==> src/assert_macros.svh <==
// Assertion macros for the RTL files that carry concurrent checks.
`ifndef ASSERT_MACROS_SVH
`define ASSERT_MACROS_SVH

`ifndef SYNTHESIS

// Checks an implication on every rising clock edge outside reset.
`define ASSERT_PROP(lbl, clk, rst_n, prop, msg) \
    lbl: assert property (@(posedge clk) disable iff (!rst_n) prop) else $error(msg);

// Checks that a condition never holds outside reset.
`define ASSERT_NEVER(lbl, clk, rst_n, cond, msg) \
    lbl: assert property (@(posedge clk) disable iff (!rst_n) !(cond)) else $error(msg);

`else

`define ASSERT_PROP(lbl, clk, rst_n, prop, msg)

`define ASSERT_NEVER(lbl, clk, rst_n, cond, msg)

`endif

`endif

==> src/uff_pkg.sv <==
// Package with the types, codes and constants of the UART ring buffer core.
package uff_pkg;

    // Default ring depths.
    localparam int RX_DEPTH_DEF = 128;
    localparam int TX_DEPTH_DEF = 32;

    // Fixed widths of the transaction fields.
    localparam int MODE_W    = 3;
    localparam int BYTE_W    = 8;
    localparam int RX_FILL_W = 7;
    localparam int TX_ROOM_W = 5;
    localparam int CNT_W     = 8;
    localparam int CFG_IDX_W = 2;

    // Item kinds.
    localparam logic [MODE_W-1:0] MODE_RX_BYTE  = 3'd0;
    localparam logic [MODE_W-1:0] MODE_READ     = 3'd1;
    localparam logic [MODE_W-1:0] MODE_PEEK     = 3'd2;
    localparam logic [MODE_W-1:0] MODE_FLUSH    = 3'd3;
    localparam logic [MODE_W-1:0] MODE_WRITE    = 3'd4;
    localparam logic [MODE_W-1:0] MODE_LINE_RDY = 3'd5;

    // Configuration register indexes.
    localparam logic [CFG_IDX_W-1:0] CFG_FLOW_EN = 2'd0;
    localparam logic [CFG_IDX_W-1:0] CFG_XON     = 2'd1;
    localparam logic [CFG_IDX_W-1:0] CFG_XOFF    = 2'd2;

    // Reset values of the flow control characters.
    localparam logic [BYTE_W-1:0] XON_RESET  = 8'd17;
    localparam logic [BYTE_W-1:0] XOFF_RESET = 8'd19;

    // Software flow control phase.
    typedef enum logic [1:0] {
        PH_XON_SENT  = 2'd0,
        PH_XOFF_SENT = 2'd1,
        PH_XON_PEND  = 2'd2
    } t_phase;

    // Input transaction.
    typedef struct packed {
        logic [MODE_W-1:0] mode;
        logic [BYTE_W-1:0] data_byte;
        logic              overrun_flag;
        logic              framing_flag;
    } t_in;

    // Result transaction.
    typedef struct packed {
        logic                 read_valid;
        logic [BYTE_W-1:0]    read_byte;
        logic                 line_valid;
        logic [BYTE_W-1:0]    line_byte;
        logic                 write_accepted;
        logic [RX_FILL_W-1:0] rx_fill;
        logic [TX_ROOM_W-1:0] tx_room;
        logic [CNT_W-1:0]     dropped_total;
        logic [CNT_W-1:0]     overrun_total;
        logic [CNT_W-1:0]     framing_total;
        logic [RX_FILL_W-1:0] peak_fill;
    } t_out;

    // Commands from the controller to the datapath.
    typedef struct packed {
        logic load;
        logic exec;
    } t_cmd;

    // Saturating increment of an error counter.
    function automatic logic [CNT_W-1:0] sat_inc(input logic [CNT_W-1:0] v);
        sat_inc = (v == '1) ? v : v + 1'b1;
    endfunction

endpackage

==> src/uff_ctrl.sv <==
// Controller state machine that sequences one transaction through the datapath.
module uff_ctrl
    import uff_pkg::*;
(
    input  logic i_clk,
    input  logic i_rst_n,
    input  logic i_in_valid,
    output logic o_in_ready,
    output logic o_out_valid,
    input  logic i_out_ready,
    output t_cmd o_cmd
);

    typedef enum logic [1:0] {
        ST_IDLE = 2'b01,
        ST_EXEC = 2'b10
    } t_state;

    t_state r_state, n_state;
    logic   r_out_valid, n_out_valid;

    // Next state and commands.
    always_comb begin
        n_state     = r_state;
        n_out_valid = r_out_valid && !i_out_ready;
        o_cmd       = '0;
        unique case (r_state)
            ST_IDLE: begin
                if (i_in_valid) begin
                    o_cmd.load = 1'b1;
                    n_state    = ST_EXEC;
                end
            end
            ST_EXEC: begin
                // The memories have delivered their data; commit once the result slot is free.
                if (!r_out_valid || i_out_ready) begin
                    o_cmd.exec  = 1'b1;
                    n_out_valid = 1'b1;
                    n_state     = ST_IDLE;
                end
            end
            default: begin
                n_state = ST_IDLE;
            end
        endcase
    end

    // State registers.
    always_ff @(posedge i_clk) begin
        if (!i_rst_n) begin
            r_state     <= ST_IDLE;
            r_out_valid <= 1'b0;
        end else begin
            r_state     <= n_state;
            r_out_valid <= n_out_valid;
        end
    end

    assign o_in_ready  = (r_state == ST_IDLE);
    assign o_out_valid = r_out_valid;

endmodule

==> src/uff_dp.sv <==
// Datapath with the two rings, counters, flow control phase and result register.
module uff_dp
    import uff_pkg::*;
#(
    parameter int RX_DEPTH = RX_DEPTH_DEF,
    parameter int TX_DEPTH = TX_DEPTH_DEF
) (
    input  logic                 i_clk,
    input  logic                 i_rst_n,
    input  t_cmd                 i_cmd,
    input  t_in                  i_in,
    input  logic                 i_cfg_we,
    input  logic [CFG_IDX_W-1:0] i_cfg_index,
    input  logic [BYTE_W-1:0]    i_cfg_data,
    output t_out                 o_out
);

    localparam int RX_AW = $clog2(RX_DEPTH);
    localparam int TX_AW = $clog2(TX_DEPTH);
    localparam int XOFF_LVL = RX_DEPTH / 8;
    localparam int XON_LVL  = RX_DEPTH / 10;

    // Storage.
    logic [BYTE_W-1:0] r_rx_mem [RX_DEPTH];
    logic [BYTE_W-1:0] r_tx_mem [TX_DEPTH];
    logic [BYTE_W-1:0] r_rx_q, r_tx_q;

    // Held transaction and configuration.
    t_in               r_item;
    logic              r_flow_en;
    logic [BYTE_W-1:0] r_xon, r_xoff;

    // Ring and status state.
    logic [RX_AW-1:0] r_rx_wr_pos, n_rx_wr_pos, r_rx_rd_pos, n_rx_rd_pos;
    logic [RX_AW-1:0] r_rx_level, n_rx_level, r_peak, n_peak;
    logic [TX_AW-1:0] r_tx_wr_pos, n_tx_wr_pos, r_tx_rd_pos, n_tx_rd_pos;
    logic [TX_AW-1:0] r_tx_room, n_tx_room;
    t_phase           r_phase, n_phase;
    logic [CNT_W-1:0] r_drop, n_drop, r_ovr, n_ovr, r_fe, n_fe;
    t_out             r_out, n_out;
    logic             rx_we, tx_we;
    logic             rx_full, rx_empty, tx_full, tx_empty;

    function automatic logic [RX_AW-1:0] rx_next(input logic [RX_AW-1:0] p);
        rx_next = (p == RX_AW'(RX_DEPTH - 1)) ? '0 : p + 1'b1;
    endfunction

    function automatic logic [TX_AW-1:0] tx_next(input logic [TX_AW-1:0] p);
        tx_next = (p == TX_AW'(TX_DEPTH - 1)) ? '0 : p + 1'b1;
    endfunction

    assign rx_full  = (r_rx_level == RX_AW'(RX_DEPTH - 1));
    assign rx_empty = (r_rx_level == '0);
    assign tx_full  = (r_tx_room == '0);
    assign tx_empty = (r_tx_room == TX_AW'(TX_DEPTH - 1));

    // Work out the effect of the held transaction.
    always_comb begin
        n_rx_wr_pos = r_rx_wr_pos;
        n_rx_rd_pos = r_rx_rd_pos;
        n_rx_level  = r_rx_level;
        n_peak      = r_peak;
        n_tx_wr_pos = r_tx_wr_pos;
        n_tx_rd_pos = r_tx_rd_pos;
        n_tx_room   = r_tx_room;
        n_phase     = r_phase;
        n_drop      = r_drop;
        n_ovr       = r_ovr;
        n_fe        = r_fe;
        rx_we       = 1'b0;
        tx_we       = 1'b0;
        n_out       = '0;
        unique case (r_item.mode)
            MODE_RX_BYTE: begin
                if (r_item.overrun_flag) begin
                    n_drop = sat_inc(r_drop);
                    n_ovr  = sat_inc(r_ovr);
                end
                if (r_item.framing_flag) begin
                    n_fe = sat_inc(r_fe);
                end
                if (!rx_full) begin
                    rx_we       = 1'b1;
                    n_rx_wr_pos = rx_next(r_rx_wr_pos);
                    n_rx_level  = r_rx_level + 1'b1;
                end else begin
                    n_drop = sat_inc(n_drop);
                end
                if (n_rx_level > r_peak) begin
                    n_peak = n_rx_level;
                end
                // XOFF goes straight out when the fill crosses one eighth.
                if (r_flow_en && r_phase != PH_XOFF_SENT &&
                    n_rx_level >= RX_AW'(XOFF_LVL)) begin
                    n_phase         = PH_XOFF_SENT;
                    n_out.line_valid = 1'b1;
                    n_out.line_byte  = r_xoff;
                end
            end
            MODE_READ, MODE_PEEK: begin
                if (!rx_empty) begin
                    n_out.read_valid = 1'b1;
                    n_out.read_byte  = r_rx_q;
                    if (r_item.mode == MODE_READ) begin
                        n_rx_rd_pos = rx_next(r_rx_rd_pos);
                        n_rx_level  = r_rx_level - 1'b1;
                        if (r_flow_en && r_phase == PH_XOFF_SENT &&
                            n_rx_level < RX_AW'(XON_LVL)) begin
                            n_phase = PH_XON_PEND;
                        end
                    end
                end
            end
            MODE_FLUSH: begin
                n_rx_rd_pos = r_rx_wr_pos;
                n_rx_level  = '0;
                if (r_flow_en && r_phase == PH_XOFF_SENT) begin
                    n_phase = PH_XON_PEND;
                end
            end
            MODE_WRITE: begin
                if (!tx_full) begin
                    tx_we                = 1'b1;
                    n_tx_wr_pos          = tx_next(r_tx_wr_pos);
                    n_tx_room            = r_tx_room - 1'b1;
                    n_out.write_accepted = 1'b1;
                end
            end
            MODE_LINE_RDY: begin
                // A pending XON leaves ahead of queued data.
                if (r_flow_en && r_phase == PH_XON_PEND) begin
                    n_out.line_valid = 1'b1;
                    n_out.line_byte  = r_xon;
                    n_phase          = PH_XON_SENT;
                end else if (!tx_empty) begin
                    n_out.line_valid = 1'b1;
                    n_out.line_byte  = r_tx_q;
                    n_tx_rd_pos      = tx_next(r_tx_rd_pos);
                    n_tx_room        = r_tx_room + 1'b1;
                end
            end
            default: begin
            end
        endcase
        n_out.rx_fill       = RX_FILL_W'(n_rx_level);
        n_out.tx_room       = TX_ROOM_W'(n_tx_room);
        n_out.dropped_total = n_drop;
        n_out.overrun_total = n_ovr;
        n_out.framing_total = n_fe;
        n_out.peak_fill     = RX_FILL_W'(n_peak);
    end

    // Ring memories with registered reads at the read positions.
    always_ff @(posedge i_clk) begin
        if (i_cmd.exec && rx_we) begin
            r_rx_mem[r_rx_wr_pos] <= r_item.data_byte;
        end
        r_rx_q <= r_rx_mem[r_rx_rd_pos];
    end

    always_ff @(posedge i_clk) begin
        if (i_cmd.exec && tx_we) begin
            r_tx_mem[r_tx_wr_pos] <= r_item.data_byte;
        end
        r_tx_q <= r_tx_mem[r_tx_rd_pos];
    end

    // Held transaction and result register.
    always_ff @(posedge i_clk) begin
        if (i_cmd.load) begin
            r_item <= i_in;
        end
        if (i_cmd.exec) begin
            r_out <= n_out;
        end
    end

    // Control state, counters and configuration.
    always_ff @(posedge i_clk) begin
        if (!i_rst_n) begin
            r_rx_wr_pos <= '0;
            r_rx_rd_pos <= '0;
            r_rx_level  <= '0;
            r_peak      <= '0;
            r_tx_wr_pos <= '0;
            r_tx_rd_pos <= '0;
            r_tx_room   <= TX_AW'(TX_DEPTH - 1);
            r_phase     <= PH_XON_SENT;
            r_drop      <= '0;
            r_ovr       <= '0;
            r_fe        <= '0;
            r_flow_en   <= 1'b0;
            r_xon       <= XON_RESET;
            r_xoff      <= XOFF_RESET;
        end else begin
            if (i_cmd.exec) begin
                r_rx_wr_pos <= n_rx_wr_pos;
                r_rx_rd_pos <= n_rx_rd_pos;
                r_rx_level  <= n_rx_level;
                r_peak      <= n_peak;
                r_tx_wr_pos <= n_tx_wr_pos;
                r_tx_rd_pos <= n_tx_rd_pos;
                r_tx_room   <= n_tx_room;
                r_phase     <= n_phase;
                r_drop      <= n_drop;
                r_ovr       <= n_ovr;
                r_fe        <= n_fe;
            end
            if (i_cfg_we) begin
                case (i_cfg_index)
                    CFG_FLOW_EN: r_flow_en <= i_cfg_data[0];
                    CFG_XON:     r_xon     <= i_cfg_data;
                    CFG_XOFF:    r_xoff    <= i_cfg_data;
                    default: begin
                    end
                endcase
            end
        end
    end

    assign o_out = r_out;

endmodule

==> src/uart_fifo_xon_xoff_core.sv <==
// Top level of the UART ring buffer core with XON/XOFF flow control.
// The core takes one transaction at a time on the input channel: a received
// byte, a host read or peek, a receive flush, a host write or a line-ready tick.
// Every input transaction yields exactly one result transaction that carries
// the read byte, the byte for the transmitter, the write status and the ring
// and error counter status after the step.
// An input transaction accepted in the idle state is held in the item register
// and executed once the result slot is free; the result then shows on the
// output. The core takes no new transaction until the last one has executed,
// and the execute state uses the registered read of the ring memories at their read positions.
// While a result waits, the core still accepts the next transaction, but that
// transaction is held until the waiting result is taken, so a stalled receiver
// stops the core after one more transaction.
// The configuration channel is always ready and writes flow enable, XON and
// XOFF codes; the user must use it only while the core is idle, which the core itself does not enforce.
// Synchronous reset empties both rings, clears counters and peak fill, marks
// XON as sent and restores the register defaults. No clearing pass is needed.
`include "assert_macros.svh"

module uart_fifo_xon_xoff_core
    import uff_pkg::*;
#(
    parameter int RX_DEPTH = RX_DEPTH_DEF,
    parameter int TX_DEPTH = TX_DEPTH_DEF
) (
    input  logic                 i_clk,
    input  logic                 i_rst_n,
    input  logic                 i_in_valid,
    output logic                 o_in_ready,
    input  t_in                  i_in,
    output logic                 o_out_valid,
    input  logic                 i_out_ready,
    output t_out                 o_out,
    input  logic                 i_cfg_valid,
    output logic                 o_cfg_ready,
    input  logic [CFG_IDX_W-1:0] i_cfg_index,
    input  logic [BYTE_W-1:0]    i_cfg_data
);

    t_cmd cmd;

    // Sequencer.
    uff_ctrl u_ctrl (
        .i_clk       (i_clk),
        .i_rst_n     (i_rst_n),
        .i_in_valid  (i_in_valid),
        .o_in_ready  (o_in_ready),
        .o_out_valid (o_out_valid),
        .i_out_ready (i_out_ready),
        .o_cmd       (cmd)
    );

    // Rings, counters and result register.
    uff_dp #(
        .RX_DEPTH (RX_DEPTH),
        .TX_DEPTH (TX_DEPTH)
    ) u_dp (
        .i_clk       (i_clk),
        .i_rst_n     (i_rst_n),
        .i_cmd       (cmd),
        .i_in        (i_in),
        .i_cfg_we    (i_cfg_valid),
        .i_cfg_index (i_cfg_index),
        .i_cfg_data  (i_cfg_data),
        .o_out       (o_out)
    );

    // The configuration channel is always ready.
    assign o_cfg_ready = 1'b1;

    // An accepted transaction keeps the input closed while it executes.
    `ASSERT_PROP(a_busy_after_accept, i_clk, i_rst_n, (i_in_valid && o_in_ready) |=> !o_in_ready, "input taken while executing")

    // A result never carries both a read byte and a line byte.
    `ASSERT_NEVER(a_read_line_excl, i_clk, i_rst_n, o_out_valid && o_out.read_valid && o_out.line_valid, "read and line byte in one result")

    // A write result carries neither a read byte nor a line byte.
    `ASSERT_NEVER(a_write_excl, i_clk, i_rst_n, o_out_valid && o_out.write_accepted && (o_out.read_valid || o_out.line_valid), "write result with other payload")

endmodule
==> config.mk <==
export PLATFORM = sky130hd
export DESIGN_NAME = uart_fifo_xon_xoff_core
export DESIGN_NICKNAME = d
export VERILOG_FILES = /design/src/uff_pkg.sv /design/src/uff_ctrl.sv /design/src/uff_dp.sv /design/src/uart_fifo_xon_xoff_core.sv
export VERILOG_INCLUDE_DIRS = /design/src /design/src/src
export SDC_FILE = /design/constraint.sdc
export NUM_CORES = 2
export LEC_CHECK = 0
export BUFFER_PORTS_ARGS = -buffer_cell sky130_fd_sc_hd__buf_2
export CAP_MARGIN = 15
export CORE_ASPECT_RATIO = 0.8
export CORE_MARGIN = 10
export CORE_UTILIZATION = 63
export CTS_CLUSTER_SIZE = 12
export DETAILED_ROUTE_END_ITERATION = 12
export HOLD_SLACK_MARGIN = 0.05
export PLACE_DENSITY_LB_ADDON = 0.12
export RECOVER_POWER = 25
export SLEW_MARGIN = 20
export SYNTH_ARGS = -nofsm -noshare
export SYNTH_HDL_FRONTEND = slang
export SYNTH_SLANG_ARGS = --single-unit
==> constraint.sdc <==
create_clock -name i_clk -period 4.05 [get_ports i_clk]
set_clock_uncertainty 0.05 [all_clocks]
set_input_delay 0.2025 -clock i_clk [delete_from_list [all_inputs] [get_ports i_clk]]
set_output_delay 0.2025 -clock i_clk [all_outputs]
set_load 0.05 [all_outputs]
==> metrics.md <==
| Metric | Value |
|---|---|
| Status | complete, but fails checks |
| Failing checks | max-capacitance violations, max-slew violations |
| Synthesized instance count | 2,977 |
| I/O Buffers | 91 |
| Synthesized flop and latch total | 1,460 |
| CP cell instances | ha_1 -> nand3_1 -> or2_2 -> nand2_1 -> nor3b_1 -> nand2_1 -> nor2_1 |
| Fin util | a little under three quarters |
| DR WL met2 | a little over 60,000 um |
| First drt pass iteration count | 6 |
| Critical path's slowest cell | nor3b_1 |
| Design Power | 29.3 mW |
| Clock root buffer | clkbuf_16 |
| Slew margin rel. | -141% |
| CP Class | reg2reg |
| Fin crit share | 94.4% |
| Distinct cells, synth | just over 80 |
| DP Area | 60,700 um^2 |
| Post-Route WL | 132,000 um |
| WP data arrival | roughly 4000 ps |
| Final Setup Violations | 0 |
| Fin nets | 3,272 |
| WP buf/inv | 0 |
| Yosys warns | 0 |
| Reg2reg start | u_dp.r_rx_level[1] |
| Max Freq | 0.261 GHz |
| CTS sink count | 1,460 |
| Syn_area_per_cell | between 15 and 20 um^2 |
| Setup TNS | 0 ps |
| DR iter-0 viols | between 3k and 4k |
| Layout area overhead | 11.6% |
| Initial Util | 63.7% |
| CTS buffer count | 144 |
| Maxcap violations | 8 |
| Core Region | 91,400 um^2 |
| IO Pins | just over 90 |
| Syn_nets | 3,029 |
| Async S/R FF share, synth | 0% |
| Fin area | 65,000 um^2 |
| Largest net degree at the start of global routing | 161 |
| Number of core rows | slightly below 100 |
| Lkg Pwr | 20.3 nW |
| Critical Path Start | u_dp.r_rx_level[1] |
| Total track usage | 25.2% |
| RSZ-0062 raised after global routing | no |
| Peak supply drop | 0.000372 V |
| First-pass GRT wire length | 199,000 um |
| Met3 WL | 13,900 um |
| Critical Path Sink Type | register |
| CP dominant cell by count | nand2_1 |
| Clock period minus worst slack | roughly 3800 ps |
| M1 wire length | 54,100 um |
| Die W | 360 um |
| Worst hold path type | in2reg |
| H-tree levels | 4 |
| Clock slew at reported path FFs | 60 ps |
| Cell Pwr Density | 450 nW/um^2 |
| CP max stage delay | 860 ps |
| Seq/Total Area, Yosys | 73.4% |
| GRT overflow | 0 |
| GPL Wtd Cong | 0.901 |
| Clock buffer depth | 3 |
| Detail Placement HPWL | 77,700 um |
| DR WL/cell | 29.2 um |
| CP delay by family, top | simple AND/OR/NAND/NOR gates |
| Slew Viols, Final | 1,128 |
| Most used flip-flop cell after synthesis | edfxtp_1 |
| Die height | 292 um |
| Req. time, crit path | 4340 ps |
| Drt via density | 6.65 |
| Vias in the first global route | 29.9k |
| Post-synth EDFFs | about 1.4k |
| Worst hold slack | 147 ps |
| Fin. Hold Viols | 0 |
| Post-Syn Area | 58,300 um^2 |
| Layout cells sized above 1 | between 20% and 30% |
| CP max FO | 9 |
| Die area | 105,000 um^2 |
| Vias | 29.9k |
| Worst-margin pin slew | 3620 ps |
| Skew-Pair Late Insertion Delay | 730 ps |
| DR top layer | met4 |
| Antenna violations before repair | 2 |
| Routed Antenna Nets | 0 |
| CTS tree | built |
| DRC viols | 0 |
| Min-delay src | i_in[1] |
| CP startpoint kind | register |
## synthesized netlist by cell type, types with 7 or more instances
| cell type | instances | area share [%] |
|---|---|---|
| nor3_1 | 26 | 0.22 |
| inv_1 | 30 | 0.19 |
| buf_2 | 44 | 0.38 |
| a221oi_1 | 13 | 0.20 |
| and2_1 | 17 | 0.18 |
| o31ai_1 | 7 | 0.090 |
| edfxtp_1 | 1355 | 70 |
| a31oi_1 | 13 | 0.14 |
| a222oi_1 | 7 | 0.12 |
| ha_1 | 24 | 0.52 |
| nand3_1 | 39 | 0.34 |
| mux2_2 | 16 | 0.31 |
| nor2b_1 | 15 | 0.16 |
| o21ai_0 | 38 | 0.33 |
| dfxtp_1 | 105 | 3.6 |
| a22o_1 | 10 | 0.15 |
| nand4_1 | 17 | 0.18 |
| buf_4 | 9 | 0.12 |
| xor2_1 | 17 | 0.26 |
| clkbuf_1 | 86 | 0.55 |
| buf_6 | 14 | 0.27 |
| and3_1 | 13 | 0.14 |
| a21oi_1 | 49 | 0.42 |
| nand2_1 | 120 | 0.77 |
| nor2_1 | 256 | 1.6 |
| nand2b_1 | 12 | 0.13 |
| buf_1 | 15 | 0.097 |
| nand3b_1 | 13 | 0.17 |
| mux2i_1 | 57 | 0.98 |
| a21o_1 | 7 | 0.090 |
| o211ai_1 | 7 | 0.090 |
| xnor2_1 | 24 | 0.36 |
| mux4_2 | 400 | 15 |
| a211oi_1 | 10 | 0.13 |
| or3_1 | 9 | 0.097 |
## cell families (layout without fill, tap and decap cells)
| kind of cell | after synthesis | after routing | synth area share (%) |
|---|---|---|---|
| XOR/XNOR | 42 | 42 | 0.644 |
| AND/OR/NAND/NOR | 572 | 572 | 4.53 |
| multiplexers | 473 | 473 | 16.8 |
| AO/OA/AOI/OAI | 201 | 201 | 2.41 |
| buffers and inverters | 204 | 516 | 1.70 |
| flip-flops | 1460 | 1460 | 73.4 |
| adder cells (fa/ha/maj) | 24 | 24 | 0.515 |
| other | 1 | 2 | 0.00644 |
## state kept, by name (all words and copies together), names as in the netlist
signal              flops
u_dp.r_tx_room          5
u_dp.r_drop             8
u_dp.r_phase            2
u_dp.r_rx_q             8
u_dp.r_rx_rd_pos        7
u_dp.r_peak             7
u_dp.r_xon              8
u_dp.r_rx_wr_pos        7
u_dp.r_ovr              8
u_dp.r_tx_rd_pos        5
u_dp.r_tx_wr_pos        5
u_dp.r_flow_en          1
u_dp.o_out             62
u_dp.r_xoff             8
u_ctrl.r_state          2
u_dp.r_tx_q             8
u_dp.r_rx_level         7
u_dp.r_item            13
u_dp.r_fe               8
u_dp.r_rx_mem        1024
u_ctrl.o_out_valid      1
u_dp.r_tx_mem         256
## placed cells by master (no fill, tap or decap), types with 6 or more instances in the layout
cell type,instances
a211oi_1,10
a21o_1,7
a21oi_1,49
a221oi_1,13
a222oi_1,7
a22o_1,10
a31oi_1,13
and2_1,17
and3_1,13
buf_12,10
buf_2,87
buf_4,132
clkbuf_1,51
clkbuf_16,151
clkbuf_2,6
clkinv_1,6
dfxtp_1,98
dlygate4sd3_1,27
edfxtp_1,1355
ha_1,24
inv_1,29
mux2_2,16
mux2i_1,57
mux4_2,400
nand2_1,120
nand2b_1,12
nand3_1,39
nand3b_1,13
nand4_1,17
nor2_1,256
nor2b_1,15
nor3_1,26
o211ai_1,7
o21ai_0,37
o31ai_1,7
or3_1,9
xnor2_1,24
xor2_1,17
## final cells by class
cell class | instances | area, um^2
inverters | 32 | 123
multi-input cells | 1313 | 14500
well taps | 1212 | 1520
fillers | 5422 | 26400
clock inverters | 14 | 101
diodes | 1 | 2.50
flip-flops and latches | 1460 | 42800
clock buffers | 201 | 4020
repair buffers | 269 | 1980
## stage by stage
step,setup slack [ps],std cells
after floorplan,474,2977
after global placement,458,4258
after detailed placement,359,4258
after CTS,342,4500
after global routing,51.4,4502
final,226,4502
## layer usage
metal  vias up  track usage, %
met1     15500            37.9
met4         0            5.44
met5         -               0
met3       168            6.08
met2      1638            38.0
li1      12600               -
## final timing paths
path / end / slack [ps] / depth (start not counted)
max: u_dp.r_rx_mem[65][2] / 230 / 7
min: u_dp.r_item[1] / 150 / 2
max reg2reg: u_dp.r_rx_mem[65][2] / 230 / 7
min reg2reg: u_dp.r_xon[0] / 450 / 2
## report_power, final
group / internal [mW] / total (mW) / leakage (nW) / switching (mW)
sequential: 16.6 / 16.6 / 13.0 / 0.0231
clock: 6.83 / 12.1 / 2.00 / 5.25
combinational: 0.128 / 0.595 / 5.24 / 0.468
## worst register-to-register path: cells and delay by family (launching register included)
family        cells  cell delay [ps]
fa+ha+maj         1              300
flops             1              390
simple gates      6             2690
## what timing repair did
item,in CTS,in global routing
endpoints found under the setup margin,0,1
hold buffers,27,0
setup buffers,0,0
endpoints found under the hold margin,50,0
gates resized for setup,0,1
(Power assumes the default switching activity.)
